### src/rtl/core/tpag_pkg.sv
// ----------------------------------------------------------------------------
// Tensor permute address generator package
// Shared types, register indexes and reset values for the address generator.
// ----------------------------------------------------------------------------
`default_nettype none

package tpag_pkg;

   localparam int CSR_DATA_BITS     = 60;
   localparam int CSR_INDEX_BITS    = 2;
   localparam int MAP_SLOT_BITS     = 3;
   localparam int MAP_BITS          = 18;
   localparam int ELEM_BITS         = 4;
   localparam int NUM_DIMS_BITS     = 3;
   localparam int OFFSET_FIELD_BITS = 32;

   localparam logic [CSR_INDEX_BITS-1:0] CSR_NUM_DIMS      = 2'd0;
   localparam logic [CSR_INDEX_BITS-1:0] CSR_DST_SHAPE     = 2'd1;
   localparam logic [CSR_INDEX_BITS-1:0] CSR_AXIS_MAP      = 2'd2;
   localparam logic [CSR_INDEX_BITS-1:0] CSR_ELEMENT_BYTES = 2'd3;

   localparam logic [NUM_DIMS_BITS-1:0] NUM_DIMS_RESET      = 3'd1;
   localparam logic [CSR_DATA_BITS-1:0] DST_SHAPE_RESET     = 60'd1127000493261825;
   localparam logic [MAP_BITS-1:0]      AXIS_MAP_RESET      = 18'd181896;
   localparam logic [ELEM_BITS-1:0]     ELEMENT_BYTES_RESET = 4'd1;

   typedef enum logic [1:0] {
      ST_IDLE,
      ST_STRIDE,
      ST_ACCUM,
      ST_FINISH
   } state_type;

   typedef struct packed {
      logic init_load;
      logic advance;
      logic clear_started;
      logic stride_step;
      logic accum_init;
      logic accum_step;
      logic out_load;
   } cmd_type;

   typedef struct packed {
      logic bad_map;
      logic started;
      logic stride_last;
      logic accum_last;
   } status_type;

   typedef struct packed {
      logic restart;
   } req_payload_type;

   typedef struct packed {
      logic [OFFSET_FIELD_BITS-1:0] src_offset;
      logic [OFFSET_FIELD_BITS-1:0] dst_offset;
      logic                         last_element;
      logic                         bad_config;
   } rsp_payload_type;

endpackage

`default_nettype wire

### src/rtl/core/tpag_if.sv
// ----------------------------------------------------------------------------
// Tensor permute address generator channels
// Valid/ready channel interfaces for requests and responses.
// ----------------------------------------------------------------------------
`default_nettype none

interface tpag_req_if;
   import tpag_pkg::*;

   logic            valid;
   logic            ready;
   req_payload_type data;

   modport source (output valid, output data, input ready);
   modport sink   (input valid, input data, output ready);
endinterface

interface tpag_rsp_if;
   import tpag_pkg::*;

   logic            valid;
   logic            ready;
   rsp_payload_type data;

   modport source (output valid, output data, input ready);
   modport sink   (input valid, input data, output ready);
endinterface

`default_nettype wire

### src/rtl/core/tpag_ctrl.sv
// ----------------------------------------------------------------------------
// Tensor permute address generator controller
// Sequences stride setup, position accumulation and response hand-off.
// ----------------------------------------------------------------------------
`default_nettype none

module tpag_ctrl (
   input  wire logic                clock,
   input  wire logic                reset,
   input  wire logic                req_valid,
   input  wire logic                req_restart,
   output logic                     req_ready,
   output logic                     rsp_valid,
   input  wire logic                rsp_ready,
   input  wire tpag_pkg::status_type status,
   output tpag_pkg::cmd_type        cmd
);
   import tpag_pkg::*;

   state_type state_ff;
   state_type state_in;
   logic      rsp_valid_ff;
   logic      rsp_valid_in;
   logic      accept;
   logic      out_free;

   assign req_ready = (state_ff == ST_IDLE);
   assign accept    = req_valid && req_ready;
   assign out_free  = !rsp_valid_ff || rsp_ready;
   assign rsp_valid = rsp_valid_ff;

   always_comb begin
      state_in = state_ff;
      unique case (state_ff)
         ST_IDLE: begin
            if (accept) begin
               if (status.bad_map) begin
                  state_in = ST_FINISH;
               end else if (req_restart || !status.started) begin
                  state_in = ST_STRIDE;
               end else begin
                  state_in = ST_ACCUM;
               end
            end
         end
         ST_STRIDE: begin
            if (status.stride_last) state_in = ST_ACCUM;
         end
         ST_ACCUM: begin
            if (status.accum_last) state_in = ST_FINISH;
         end
         ST_FINISH: begin
            if (out_free) state_in = ST_IDLE;
         end
         default: state_in = ST_IDLE;
      endcase
   end

   always_comb begin
      cmd = '0;
      unique case (state_ff)
         ST_IDLE: begin
            if (accept) begin
               if (status.bad_map) begin
                  cmd.clear_started = 1'b1;
               end else if (req_restart || !status.started) begin
                  cmd.init_load = 1'b1;
               end else begin
                  cmd.advance    = 1'b1;
                  cmd.accum_init = 1'b1;
               end
            end
         end
         ST_STRIDE: begin
            cmd.stride_step = 1'b1;
            cmd.accum_init  = status.stride_last;
         end
         ST_ACCUM: begin
            cmd.accum_step = 1'b1;
         end
         ST_FINISH: begin
            cmd.out_load = out_free;
         end
         default: cmd = '0;
      endcase
   end

   always_comb begin
      rsp_valid_in = rsp_valid_ff;
      if (cmd.out_load) begin
         rsp_valid_in = 1'b1;
      end else if (rsp_ready) begin
         rsp_valid_in = 1'b0;
      end
   end

   always_ff @(posedge clock) begin
      if (reset) begin
         state_ff     <= ST_IDLE;
         rsp_valid_ff <= 1'b0;
      end else begin
         state_ff     <= state_in;
         rsp_valid_ff <= rsp_valid_in;
      end
   end

   // A new response may only overwrite the output register once it is free.
   a_load_when_free: assert property (@(posedge clock) disable iff (reset)
      cmd.out_load |-> (!rsp_valid_ff || rsp_ready))
      else $error("response loaded over a pending transaction");

   // Stride setup always follows a load that marks the walk as started.
   a_stride_started: assert property (@(posedge clock) disable iff (reset)
      (state_ff == ST_STRIDE) |-> status.started)
      else $error("stride setup without a started walk");

   a_first_item_loads: assert property (@(posedge clock) disable iff (reset)
      (accept && !status.bad_map && !status.started) |=> (state_ff == ST_STRIDE))
      else $error("first item of a walk skipped stride setup");

endmodule

`default_nettype wire

### src/rtl/core/tpag_dp.sv
// ----------------------------------------------------------------------------
// Tensor permute address generator datapath
// Stride tables, axis odometer, position accumulators and the output register.
// ----------------------------------------------------------------------------
`default_nettype none

module tpag_dp #(
   parameter int MAX_DIMS    = 6,
   parameter int DIM_BITS    = 10,
   parameter int OFFSET_BITS = 32
) (
   input  wire logic                                  clock,
   input  wire logic                                  reset,
   input  wire tpag_pkg::cmd_type                     cmd,
   output tpag_pkg::status_type                       status,
   input  wire logic [tpag_pkg::NUM_DIMS_BITS-1:0]    num_dims,
   input  wire logic [tpag_pkg::CSR_DATA_BITS-1:0]    dst_shape,
   input  wire logic [tpag_pkg::MAP_BITS-1:0]         axis_map,
   input  wire logic [tpag_pkg::ELEM_BITS-1:0]        element_bytes,
   output tpag_pkg::rsp_payload_type                  rsp_data
);
   import tpag_pkg::*;

   localparam int IW    = (MAX_DIMS > 1) ? $clog2(MAX_DIMS) : 1;
   localparam int CW    = $clog2(MAX_DIMS + 1);
   localparam int PW    = (OFFSET_BITS < OFFSET_FIELD_BITS) ? OFFSET_BITS : OFFSET_FIELD_BITS;
   localparam int PRODW = PW + DIM_BITS;
   localparam int SCALW = PW + ELEM_BITS;

   logic [PW-1:0]       src_stride_ff [MAX_DIMS];
   logic [PW-1:0]       src_stride_in [MAX_DIMS];
   logic [PW-1:0]       dst_stride_ff [MAX_DIMS];
   logic [PW-1:0]       dst_stride_in [MAX_DIMS];
   logic [DIM_BITS-1:0] idx_ff        [MAX_DIMS];
   logic [DIM_BITS-1:0] idx_in        [MAX_DIMS];
   logic [DIM_BITS-1:0] adv_idx       [MAX_DIMS];

   logic [PW-1:0]       ss_ff, ss_in, ds_ff, ds_in;
   logic [PW-1:0]       src_prod_ff, src_prod_in, dst_prod_ff, dst_prod_in;
   logic [PW-1:0]       src_acc_ff, src_acc_in, dst_acc_ff, dst_acc_in;
   logic [CW-1:0]       cnt_ff, cnt_in;
   logic                started_ff, started_in;
   rsp_payload_type     rsp_ff, rsp_in;

   logic [CW-1:0]            n;
   logic                     bad_map;
   logic                     carry;
   logic                     last_flag;
   logic [CW-1:0]            stride_pos;
   logic [IW-1:0]            stride_i;
   logic [MAP_SLOT_BITS-1:0] map_m;
   logic [IW-1:0]            map_idx;
   logic [IW-1:0]            acc_idx;
   logic [PRODW-1:0]         ss_prod, ds_prod, src_mac, dst_mac;
   logic [SCALW-1:0]         src_scaled, dst_scaled;
   logic [ELEM_BITS-1:0]     eb_eff;

   // Axis size with an empty slot treated as one.
   function automatic logic [DIM_BITS-1:0] axis_size(input logic [CSR_DATA_BITS-1:0] shape,
                                                     input int d);
      logic [DIM_BITS-1:0] s;
      s = shape[d*DIM_BITS +: DIM_BITS];
      return (s == '0) ? DIM_BITS'(1) : s;
   endfunction

   always_comb begin
      if (num_dims == '0) begin
         n = CW'(1);
      end else if (num_dims > NUM_DIMS_BITS'(MAX_DIMS)) begin
         n = CW'(MAX_DIMS);
      end else begin
         n = CW'(num_dims);
      end
   end

   // The mapping is good only when every used slot names a distinct used axis.
   always_comb begin
      bad_map = 1'b0;
      for (int i = 0; i < MAX_DIMS; i++) begin
         if (CW'(i) < n) begin
            if ({1'b0, axis_map[i*MAP_SLOT_BITS +: MAP_SLOT_BITS]} >= (MAP_SLOT_BITS+1)'(n)) begin
               bad_map = 1'b1;
            end
            for (int j = 0; j < i; j++) begin
               if (axis_map[j*MAP_SLOT_BITS +: MAP_SLOT_BITS] ==
                   axis_map[i*MAP_SLOT_BITS +: MAP_SLOT_BITS]) begin
                  bad_map = 1'b1;
               end
            end
         end
      end
   end

   // Odometer step: the innermost used axis moves fastest.
   always_comb begin
      carry = 1'b1;
      for (int d = MAX_DIMS - 1; d >= 0; d--) begin
         adv_idx[d] = idx_ff[d];
         if ((CW'(d) < n) && carry) begin
            if ((DIM_BITS+1)'(idx_ff[d]) + (DIM_BITS+1)'(1) <
                (DIM_BITS+1)'(axis_size(dst_shape, d))) begin
               adv_idx[d] = idx_ff[d] + DIM_BITS'(1);
               carry      = 1'b0;
            end else begin
               adv_idx[d] = '0;
            end
         end
      end
   end

   always_comb begin
      last_flag = 1'b1;
      for (int d = 0; d < MAX_DIMS; d++) begin
         if ((CW'(d) < n) && ((DIM_BITS+1)'(idx_ff[d]) + (DIM_BITS+1)'(1) !=
                              (DIM_BITS+1)'(axis_size(dst_shape, d)))) begin
            last_flag = 1'b0;
         end
      end
   end

   // Strides are built from the innermost axis outward, one axis per cycle.
   assign stride_pos = n - CW'(1) - cnt_ff;
   assign stride_i   = stride_pos[IW-1:0];
   assign map_m      = axis_map[stride_i*MAP_SLOT_BITS +: MAP_SLOT_BITS];
   assign map_idx    = map_m[IW-1:0];
   assign ss_prod    = PRODW'(ss_ff) * PRODW'(axis_size(dst_shape, int'(map_m)));
   assign ds_prod    = PRODW'(ds_ff) * PRODW'(axis_size(dst_shape, int'(stride_i)));

   assign acc_idx    = cnt_ff[IW-1:0];
   assign src_mac    = PRODW'(idx_ff[acc_idx]) * PRODW'(src_stride_ff[acc_idx]);
   assign dst_mac    = PRODW'(idx_ff[acc_idx]) * PRODW'(dst_stride_ff[acc_idx]);

   assign eb_eff     = (element_bytes == '0) ? ELEM_BITS'(1) : element_bytes;
   assign src_scaled = SCALW'(src_acc_ff) * SCALW'(eb_eff);
   assign dst_scaled = SCALW'(dst_acc_ff) * SCALW'(eb_eff);

   assign status.bad_map     = bad_map;
   assign status.started     = started_ff;
   assign status.stride_last = (cnt_ff == n - CW'(1));
   assign status.accum_last  = (cnt_ff == n);

   always_comb begin
      started_in    = started_ff;
      cnt_in        = cnt_ff;
      ss_in         = ss_ff;
      ds_in         = ds_ff;
      src_stride_in = src_stride_ff;
      dst_stride_in = dst_stride_ff;
      idx_in        = idx_ff;
      src_prod_in   = src_prod_ff;
      dst_prod_in   = dst_prod_ff;
      src_acc_in    = src_acc_ff;
      dst_acc_in    = dst_acc_ff;
      rsp_in        = rsp_ff;

      if (cmd.init_load) begin
         started_in = 1'b1;
         cnt_in     = '0;
         ss_in      = PW'(1);
         ds_in      = PW'(1);
         for (int k = 0; k < MAX_DIMS; k++) begin
            src_stride_in[k] = PW'(1);
            dst_stride_in[k] = PW'(1);
            idx_in[k]        = '0;
         end
      end
      if (cmd.clear_started) started_in = 1'b0;
      if (cmd.advance) idx_in = adv_idx;

      if (cmd.stride_step) begin
         src_stride_in[map_idx]  = ss_ff;
         dst_stride_in[stride_i] = ds_ff;
         ss_in  = ss_prod[PW-1:0];
         ds_in  = ds_prod[PW-1:0];
         cnt_in = cnt_ff + CW'(1);
      end

      if (cmd.accum_step) begin
         src_acc_in = src_acc_ff + src_prod_ff;
         dst_acc_in = dst_acc_ff + dst_prod_ff;
         cnt_in     = cnt_ff + CW'(1);
         if (status.accum_last) begin
            src_prod_in = '0;
            dst_prod_in = '0;
         end else begin
            src_prod_in = src_mac[PW-1:0];
            dst_prod_in = dst_mac[PW-1:0];
         end
      end

      if (cmd.accum_init) begin
         cnt_in      = '0;
         src_prod_in = '0;
         dst_prod_in = '0;
         src_acc_in  = '0;
         dst_acc_in  = '0;
      end

      if (cmd.out_load) begin
         if (bad_map) begin
            rsp_in.src_offset   = '0;
            rsp_in.dst_offset   = '0;
            rsp_in.last_element = 1'b0;
            rsp_in.bad_config   = 1'b1;
         end else begin
            rsp_in.src_offset   = OFFSET_FIELD_BITS'(src_scaled[PW-1:0]);
            rsp_in.dst_offset   = OFFSET_FIELD_BITS'(dst_scaled[PW-1:0]);
            rsp_in.last_element = last_flag;
            rsp_in.bad_config   = 1'b0;
         end
      end
   end

   always_ff @(posedge clock) begin
      if (reset) begin
         started_ff <= 1'b0;
         cnt_ff     <= '0;
      end else begin
         started_ff <= started_in;
         cnt_ff     <= cnt_in;
      end
   end

   always_ff @(posedge clock) begin
      ss_ff         <= ss_in;
      ds_ff         <= ds_in;
      src_stride_ff <= src_stride_in;
      dst_stride_ff <= dst_stride_in;
      idx_ff        <= idx_in;
      src_prod_ff   <= src_prod_in;
      dst_prod_ff   <= dst_prod_in;
      src_acc_ff    <= src_acc_in;
      dst_acc_ff    <= dst_acc_in;
      rsp_ff        <= rsp_in;
   end

   assign rsp_data = rsp_ff;

endmodule

`default_nettype wire

### src/rtl/core/tensor_permute_address_generator_unit.sv
// ----------------------------------------------------------------------------
// Tensor permute address generator
// Produces source/destination byte offset pairs for a permuted tensor copy.
// ----------------------------------------------------------------------------
// Each request transaction on req_bus carries a restart bit; each one yields
// exactly one response transaction on rsp_bus with the source and destination
// byte offsets, a last-element flag and a bad-configuration flag.
// The user must write registers through csr_wr_en/csr_index/csr_wdata only
// while idle; the block itself does not enforce this.
// A restart (or the first item of a walk) builds the strides, then sums the
// index times stride products, handling one axis per cycle in each step; an
// advance steps the odometer and sums the products with the strides it has;
// a bad mapping skips both steps, loads a bad-configuration response and
// clears the walk.
// The response waits in an output register; a new request is taken once the
// previous response has been loaded, so a stalled receiver only holds back
// the final load of the next response.
// Reset returns the registers to their defaults and clears the walk, so the
// first request after reset always starts at the first element.
// ----------------------------------------------------------------------------
`default_nettype none

module tensor_permute_address_generator_unit #(
   parameter int MAX_DIMS    = 6,
   parameter int DIM_BITS    = 10,
   parameter int OFFSET_BITS = 32
) (
   input  wire logic                                clock,
   input  wire logic                                reset,
   tpag_req_if.sink                                 req_bus,
   tpag_rsp_if.source                               rsp_bus,
   input  wire logic                                csr_wr_en,
   input  wire logic [tpag_pkg::CSR_INDEX_BITS-1:0] csr_index,
   input  wire logic [tpag_pkg::CSR_DATA_BITS-1:0]  csr_wdata
);
   import tpag_pkg::*;

   logic [NUM_DIMS_BITS-1:0] num_dims_ff, num_dims_in;
   logic [CSR_DATA_BITS-1:0] dst_shape_ff, dst_shape_in;
   logic [MAP_BITS-1:0]      axis_map_ff, axis_map_in;
   logic [ELEM_BITS-1:0]     element_bytes_ff, element_bytes_in;

   cmd_type         cmd;
   status_type      status;
   rsp_payload_type rsp_data;

   always_comb begin
      num_dims_in      = num_dims_ff;
      dst_shape_in     = dst_shape_ff;
      axis_map_in      = axis_map_ff;
      element_bytes_in = element_bytes_ff;
      if (csr_wr_en) begin
         unique case (csr_index)
            CSR_NUM_DIMS:      num_dims_in      = csr_wdata[NUM_DIMS_BITS-1:0];
            CSR_DST_SHAPE:     dst_shape_in     = csr_wdata;
            CSR_AXIS_MAP:      axis_map_in      = csr_wdata[MAP_BITS-1:0];
            CSR_ELEMENT_BYTES: element_bytes_in = csr_wdata[ELEM_BITS-1:0];
            default: ;
         endcase
      end
   end

   always_ff @(posedge clock) begin
      if (reset) begin
         num_dims_ff      <= NUM_DIMS_RESET;
         dst_shape_ff     <= DST_SHAPE_RESET;
         axis_map_ff      <= AXIS_MAP_RESET;
         element_bytes_ff <= ELEMENT_BYTES_RESET;
      end else begin
         num_dims_ff      <= num_dims_in;
         dst_shape_ff     <= dst_shape_in;
         axis_map_ff      <= axis_map_in;
         element_bytes_ff <= element_bytes_in;
      end
   end

   tpag_ctrl u_ctrl (
      .clock       (clock),
      .reset       (reset),
      .req_valid   (req_bus.valid),
      .req_restart (req_bus.data.restart),
      .req_ready   (req_bus.ready),
      .rsp_valid   (rsp_bus.valid),
      .rsp_ready   (rsp_bus.ready),
      .status      (status),
      .cmd         (cmd)
   );

   tpag_dp #(
      .MAX_DIMS    (MAX_DIMS),
      .DIM_BITS    (DIM_BITS),
      .OFFSET_BITS (OFFSET_BITS)
   ) u_dp (
      .clock         (clock),
      .reset         (reset),
      .cmd           (cmd),
      .status        (status),
      .num_dims      (num_dims_ff),
      .dst_shape     (dst_shape_ff),
      .axis_map      (axis_map_ff),
      .element_bytes (element_bytes_ff),
      .rsp_data      (rsp_data)
   );

   assign rsp_bus.data = rsp_data;

endmodule

`default_nettype wire

### src/flat_wrapper.sv
// flat-port wrapper written by rule: the top's interface ports become plain ports
module tensor_permute_address_generator_unit_flat import tpag_pkg::*;
#(
   parameter int MAX_DIMS    = 6,
   parameter int DIM_BITS    = 10,
   parameter int OFFSET_BITS = 32
)
  (clock, reset, csr_wr_en, csr_index, csr_wdata, req_bus_valid, req_bus_data, req_bus_ready, rsp_bus_valid, rsp_bus_data, rsp_bus_ready);
  tpag_req_if req_bus_i ();
  tpag_rsp_if rsp_bus_i ();
  input  wire logic clock;
  input  wire logic reset;
  input  wire logic csr_wr_en;
  input  wire logic [tpag_pkg::CSR_INDEX_BITS-1:0] csr_index;
  input  wire logic [tpag_pkg::CSR_DATA_BITS-1:0] csr_wdata;
  input wire logic [$bits(req_bus_i.valid)-1:0] req_bus_valid;
  input wire logic [$bits(req_bus_i.data)-1:0] req_bus_data;
  output wire logic [$bits(req_bus_i.ready)-1:0] req_bus_ready;
  output wire logic [$bits(rsp_bus_i.valid)-1:0] rsp_bus_valid;
  output wire logic [$bits(rsp_bus_i.data)-1:0] rsp_bus_data;
  input wire logic [$bits(rsp_bus_i.ready)-1:0] rsp_bus_ready;
  assign req_bus_i.valid = req_bus_valid;
  assign req_bus_i.data = req_bus_data;
  assign req_bus_ready = req_bus_i.ready;
  assign rsp_bus_valid = rsp_bus_i.valid;
  assign rsp_bus_data = rsp_bus_i.data;
  assign rsp_bus_i.ready = rsp_bus_ready;
  tensor_permute_address_generator_unit #(.MAX_DIMS(MAX_DIMS), .DIM_BITS(DIM_BITS), .OFFSET_BITS(OFFSET_BITS)) u_core (.clock(clock), .reset(reset), .req_bus(req_bus_i), .rsp_bus(rsp_bus_i), .csr_wr_en(csr_wr_en), .csr_index(csr_index), .csr_wdata(csr_wdata));
endmodule
### config.mk
export PLATFORM = sky130hd
export DESIGN_NAME = tensor_permute_address_generator_unit_flat
export DESIGN_NICKNAME = d
export VERILOG_FILES = /design/src/rtl/core/tpag_pkg.sv /design/src/rtl/core/tpag_if.sv /design/src/rtl/core/tpag_ctrl.sv /design/src/rtl/core/tpag_dp.sv /design/src/rtl/core/tensor_permute_address_generator_unit.sv /design/src/flat_wrapper.sv
export SDC_FILE = /design/constraint.sdc
export NUM_CORES = 2
export LEC_CHECK = 0
export ABC_CLOCK_PERIOD_IN_PS = 12600
export BUFFER_PORTS_ARGS = -buffer_cell sky130_fd_sc_hd__clkbuf_2
export CAP_MARGIN = 20
export CORE_ASPECT_RATIO = 1.25
export CORE_MARGIN = 3
export CORE_UTILIZATION = 45
export CTS_BUF_LIST = sky130_fd_sc_hd__clkbuf_16
export CTS_CLUSTER_SIZE = 10
export DETAILED_ROUTE_END_ITERATION = 10
export GPL_ROUTABILITY_DRIVEN = 0
export RECOVER_POWER = 25
export SYNTH_ARGS = -nofsm -noshare
export SYNTH_HDL_FRONTEND = slang
export SYNTH_SLANG_ARGS = --single-unit
### constraint.sdc
create_clock -name clock -period 12.6 [get_ports clock]
set_input_delay 2.52 -clock clock [delete_from_list [all_inputs] [get_ports clock]]
set_output_delay 2.52 -clock clock [all_outputs]
set_load 0.005 [all_outputs]
# Word level (Yosys, flattened, before mapping)

Index checks and enable logic that the tools add are counted.

Bitwise operators: 3
Reduce and logical (&&, ||, !) cells: 48
Add/sub/neg operators: 17
Muxes and demuxes: 112
Shift operators: 3
$mul: 9
$lt $le $gt $ge: 24
Equal/unequal tests: 39

Operator list:

| kind                                                             | count |
|---|---|
| 192-bit 2-to-1 mux                                               | 4 |
| 192-bit bitwise mux                                              | 2 |
| 32-bit 2-to-1 mux                                                | 11 |
| 10-bit 2-to-1 mux                                                | 22 |
| 32-bit binary-select mux with 3-bit select                       | 2 |
| 32-bit demux with 3-bit select                                   | 2 |
| 60-bit 2-to-1 mux                                                | 2 |
| 60-bit by 8-bit indexed part select with 10-bit output           | 2 |
| 10-bit zero test                                                 | 8 |
| 10-bit by 1-bit adder with 11-bit output (second input constant) | 6 |
| 11-bit by 10-bit less-than comparator with 1-bit output          | 6 |
| 11-bit by 10-bit inequality test with 1-bit output               | 6 |
| 32-bit adder                                                     | 2 |
| 10-bit by 32-bit multiplier with 32-bit output                   | 2 |
| 32-bit by 10-bit multiplier with 32-bit output                   | 2 |
| 32-bit by 4-bit multiplier with 32-bit output                    | 2 |
| 10-bit by 1-bit adder with 10-bit output (second input constant) | 6 |
| 3-bit == test                                                    | 17 |
| 1-bit 2-to-1 mux                                                 | 49 |
| 10-bit binary-select mux with 3-bit select                       | 1 |
| 3-bit 2-to-1 mux                                                 | 7 |
| 2-bit AND reduction                                              | 10 |
| 3-bit greater-or-equal comparator                                | 6 |
| 18-bit by 6-bit indexed part select with 3-bit output            | 1 |
| other kinds (31)                                                 | 77 |

Bits of input ports: 68
Flip-flop bits (word level): 794

# Logic depth before layout (Yosys ltp)

Depth in word-level cells: 37
Mapped depth: 42
Gate-level depth less buffers: 36

# Cells and area by module

From an unflattened synthesis, not the netlist that was laid out.

Cells, all modules: 8959
Area total of the unflattened synthesis: 78446.5 µm²

By module, submodules not included:

| module                                | area each (µm²) | seq. area each (µm²) | cells an instance | instances |
|---|---|---|---|---|
| tpag_dp                               | 74446.4         | 16035.4              | 8570              | 1 |
| tensor_permute_address_generator_unit | 3694.8          | 1701.6               | 354               | 1 |
| tpag_ctrl                             | 305.3           | 60.1                 | 35                | 1 |

# Worst setup path after synthesis

Ideal clock, no wire load.

Path type: register -> register
Start: reg u_core.num_dims_ff[1]
End: reg u_core.u_dp.ss_ff[31], data pin
Arrival time: 9339 ps
Clock period less this slack: 9594 ps
Path slack: 3006 ps
Data required time: 12345 ps
Buffers on the path: 6
Stages on the path, launching flop included: 41
Cell sequence: dfxtp_1 clkbuf_1 clkinv_1 nand2_1 a21oi_1 inv_1 ha_1 fa_1 clkbuf_1 mux4_2 mux2i_1 buf_6 buf_6 buf_6 mux2i_1 mux2i_1 a22o_1 clkbuf_1 (+5 left out) fa_1 inv_1 fa_1 inv_1 fa_1 inv_1 ha_1 or4_1 o22a_1 a21o_1 nand2_1 nor4_1 a21oi_1 a311o_1 o21ai_0 o41ai_1 xor3_1 and2_1

Longest elaborated chain between the ends: 13
Elaborated cells on any way between the ends: 14

RTL lines:

| element                                                  | RTL line                                    | source |
|---|---|---|
| start: declaration                                       | tensor_permute_address_generator_unit.sv:38 | `logic [NUM_DIMS_BITS-1:0] num_dims_ff, num_dims_in;` |
| start signal: assignment                                 | tensor_permute_address_generator_unit.sv:70 | `num_dims_ff <= num_dims_in;` |
| 3-bit > comparator                                       | tpag_dp.sv:69                               | `end else if (num_dims > NUM_DIMS_BITS'(MAX_DIMS)) begin` |
| 3-bit 2-to-1 mux                                         | tpag_dp.sv:69                               |  |
| 3-bit 2-to-1 mux *                                       | tpag_dp.sv:67                               | `if (num_dims == '0) begin` |
| 3-bit by 1-bit subtractor with 3-bit output *            | tpag_dp.sv:122                              | `assign stride_pos = n - CW'(1) - cnt_ff;` |
| 3-bit subtractor *                                       | tpag_dp.sv:122                              |  |
| 3-bit by 2-bit multiplier with 5-bit output *            | tpag_dp.sv:124                              | `assign map_m = axis_map[stride_i*MAP_SLOT_BITS +: MAP_SLOT_BITS];` |
| 18-bit by 6-bit indexed part select with 3-bit output *  | tpag_dp.sv:124                              |  |
| 3-bit by 3-bit multiplier with 6-bit output *            | tpag_dp.sv:62                               | `s = shape[d*DIM_BITS +: DIM_BITS];` |
| 60-bit by 8-bit indexed part select with 10-bit output * | tpag_dp.sv:62                               |  |
| 10-bit zero test                                         | tpag_dp.sv:63                               | `return (s == '0) ? DIM_BITS'(1) : s;` |
| 10-bit 2-to-1 mux *                                      | tpag_dp.sv:63                               |  |
| 32-bit by 10-bit multiplier with 32-bit output *         | tpag_dp.sv:126                              | `assign ss_prod = PRODW'(ss_ff) * PRODW'(axis_size(dst_shape, int'(map_m)));` |
| 32-bit 2-to-1 mux *                                      | tpag_dp.sv:170                              | `if (cmd.stride_step) begin` |
| end signal: assignment                                   | tpag_dp.sv:225                              | `ss_ff <= ss_in;` |
| end: declaration                                         | tpag_dp.sv:38                               | `logic [PW-1:0] ss_ff, ss_in, ds_ff, ds_in;` |

Every way passes the cells marked *; elsewhere a longest branch is shown, timed or not.
A chain may end at the register's enable or synchronous reset.

# Worst setup path in the final report

Ends and elaborated chain as after synthesis.

==> metrics.txt <==
violations in the final reports max-capacitance violations, max-slew violations; async set-or-reset flop fraction in the synthesized netlist 0%; clk buf depth 3; non-filler instance count after layout about 11,000; Inst Count DP between 10,000 and 15,000; RSZ-0062 raised after global routing no; Final ANT Viol Nets 0; CTS tree done; most common cell after layout, fill and taps aside nand2_1; total CTS buffers 96; Worst Skew around 0.047 ns; final WL about 220,000 um; slowest stage delay, CP roughly 1.1 ns; Post-CTS Setup Bufs 0; Final Cell Area 81,600 um2; fin nets 10,080; WP depth 31; Mean Syn Cell Area between 8 and 9 um2; Die Footprint approximately 170,000 um2; Initial DRC Count between 4,000 and 5,000; worst setup margin ~1.2 ns; worst reg2reg setup slack approximately 1.2 ns; port bufs about 140; All-Layer GR Usage about a quarter; reg-to-reg critical path endpoint u_core.u_dp.ss_ff[31]; Yosys cell types 90; Synth Instances ~8,800; GR Util met1 between 30% and 40%; Crit path required time roughly 13 ns; worst rel slew slack -168%; Die Height approximately 470 um; Ys Warns 0; drt drc 0; fmax ~88 MHz; CTS hold repair buffers 0; Top delay family on crit path adder cells; RR Startpoint u_core.num_dims_ff[1]; global route total overflow 0; Setup crit end u_core.u_dp.ss_ff[31]; routed len/inst 19.8 um; PostCTS Resize Cnt 0; share of layout cells above drive strength 1 approximately 5.5%; met2 Use GR 44.6%; largest net degree at the start of global routing around 210; I/O pin total roughly 140; grt met3 use 3.05%; Root Buffer clkbuf_16; placed inst area roughly 79,000 um2; Slew Limit Fails between 300 and 400; min Tclk post-route ~11 ns; Setup-failing EPs final 0; max-cap violations 5; total power about 22 mW; hpwl dp around 160,000 um; number of flops mapped to enable cells by yosys 190; Worst EP arrival around 12 ns; Critical Path Start u_core.num_dims_ff[1]; most used cell, CP fa_1; Worst path slowest cell a22oi_2; R2R depth 31; final-report hold violation count 0; num rows ~170; status complete, but fails checks; first-pass GRT wire length ~350,000 um; die width around 370 um; fin crit share 90.4%; vias in the first global route slightly above 60,000; Leak Pwr ~35 nW; clk sinks 794; CP endpoint kind flop; Worst Tran Pin Value roughly 4.0 ns; Mapped Nets approximately 10,000; maximum fanout along the worst path 25; hold slack ~0.45 ns; Worst-path clk slew 0.06 ns; initial antenna violation count 2; busiest grt layer met2; VDD IR-drop max between 0.00015 and 0.0002 V; Netlist Area Pre-Place 76,000 um2; dominant synthesized flop cell dfxtp_1; post-synthesis register bit count slightly below 800; Initial Util 45.3%; P&R area growth vs syn 7.39%; Core Area around 170,000 um2; via count between 60,000 and 70,000; WS Path Type reg -> reg; register area share after synthesis 23.4%; fin util 48.7%; Skew-Pair Late Insertion Delay approximately 0.76 ns; Setup crit start kind flop; DR vias/cell 5.49; Hold/Removal Path Class reg -> reg; CP Buf/Inv Count 5; DR pass1 iterations 6; Fin Setup TNS 0 ns; PwrDens approximately 270 nW/um2; level count of the clock H-tree 3; Setup Slack @ Placement between 1 and 1.5 ns; WHS Path Cells 2; commonest cells after routing, fill and taps aside nand2_1 (1,829), inv_1 (1,015), fa_1 (909)
-- logic make-up after synthesis --
kind of cell / Yosys count / synth area share (%)
flip-flops: 794 / 23.4
adder cells (fa/ha/maj): 1311 / 30.6
AND/OR/NAND/NOR: 3318 / 19.2
buffers and inverters: 1462 / 7.30
multiplexers: 257 / 4.75
AO/OA/AOI/OAI: 1333 / 10.6
XOR/XNOR: 349 / 4.11
-- layer usage --
layer	vias up	wire, um
met5	-	15
met3	410	10800
met4	2	9680
met1	30168	87300
met2	1646	109000
li1	28017	-
-- how the worst min path moves through the flow --
stage | end | slack (ns) | startpoint
2_1_floorplan | u_core.u_dp.dst_prod_ff[21] | 0.43 | u_core.u_dp.dst_prod_ff[21]
3_3_place_gp | u_core.u_dp.src_stride_ff[139] | 0.44 | u_core.u_dp.src_stride_ff[139]
3_5_place_dp | u_core.u_dp.src_stride_ff[115] | 0.45 | u_core.u_dp.src_stride_ff[115]
4_1_cts | u_core.u_dp.dst_stride_ff[105] | 0.46 | u_core.u_dp.dst_stride_ff[105]
5_1_grt | u_core.u_dp.dst_stride_ff[86] | 0.47 | u_core.u_dp.dst_stride_ff[86]
6_report | u_core.u_dp.src_stride_ff[50] | 0.45 | u_core.u_dp.src_stride_ff[50]
-- cell usage after synthesis (83+ instances only) --
cell type | count | area [um2]
edfxtp_1 | 190 | 5710
o21ai_0 | 507 | 2540
nor2b_1 | 411 | 2570
inv_1 | 990 | 3720
xor2_1 | 114 | 998
ha_1 | 402 | 5030
nand3_1 | 85 | 425
nand2_1 | 1832 | 6880
a21oi_1 | 304 | 1520
and2_1 | 132 | 826
clkbuf_1 | 409 | 1540
nor2_1 | 575 | 2160
xnor2_1 | 230 | 2010
mux4_2 | 83 | 1870
a21o_1 | 138 | 1040
fa_1 | 909 | 18200
dfxtp_1 | 604 | 12100
mux2i_1 | 173 | 1730
-- final cells by class --
class                   count  area, um2
fillers                 16026      86100
multi-input cells        6568      53000
flip-flops and latches    794      17800
inverters                 992       3720
well taps                2210       2770
clock buffers              97       2430
repair buffers            249       1490
clock inverters            55        398
diodes                      1       2.50
-- worst register-to-register path: cells and delay by family, from the launching register on --
| kind | cells | cell delay [ns] |
|---|---|---|
| DFF | 1 | 0.53 |
| and+or+nand+nor | 3 | 0.53 |
| AOI/OAI and AO/OA | 10 | 2.87 |
| buffers and inverters | 5 | 1.13 |
| xor gates and xnor gates | 2 | 1.19 |
| muxes | 3 | 1.30 |
| adders and majority gates | 8 | 3.61 |
-- flip-flops by register name (all words and copies together) (netlist names), 2 cells and up --
signal / flops
u_core.u_dp.acc_idx: 3
u_core.u_dp.dst_acc_ff: 32
u_core.dst_shape_ff: 60
u_core.num_dims_ff: 3
u_core.axis_map_ff: 18
u_core.u_dp.rsp_data: 66
u_core.u_ctrl.state_ff: 2
u_core.u_dp.ss_ff: 32
u_core.u_dp.idx_ff: 60
u_core.u_dp.dst_prod_ff: 32
u_core.u_dp.src_prod_ff: 32
u_core.element_bytes_ff: 4
u_core.u_dp.src_acc_ff: 32
u_core.u_dp.dst_stride_ff: 192
u_core.u_dp.ds_ff: 32
u_core.u_dp.src_stride_ff: 192
-- power by group --
part | internal, mW | switching [mW]
clock network | 1.41 | 1.18
registers | 3.37 | 1.02
logic | 6.00 | 9.06
total | 10.8 | 11.3
(Power assumes the default switching activity.)
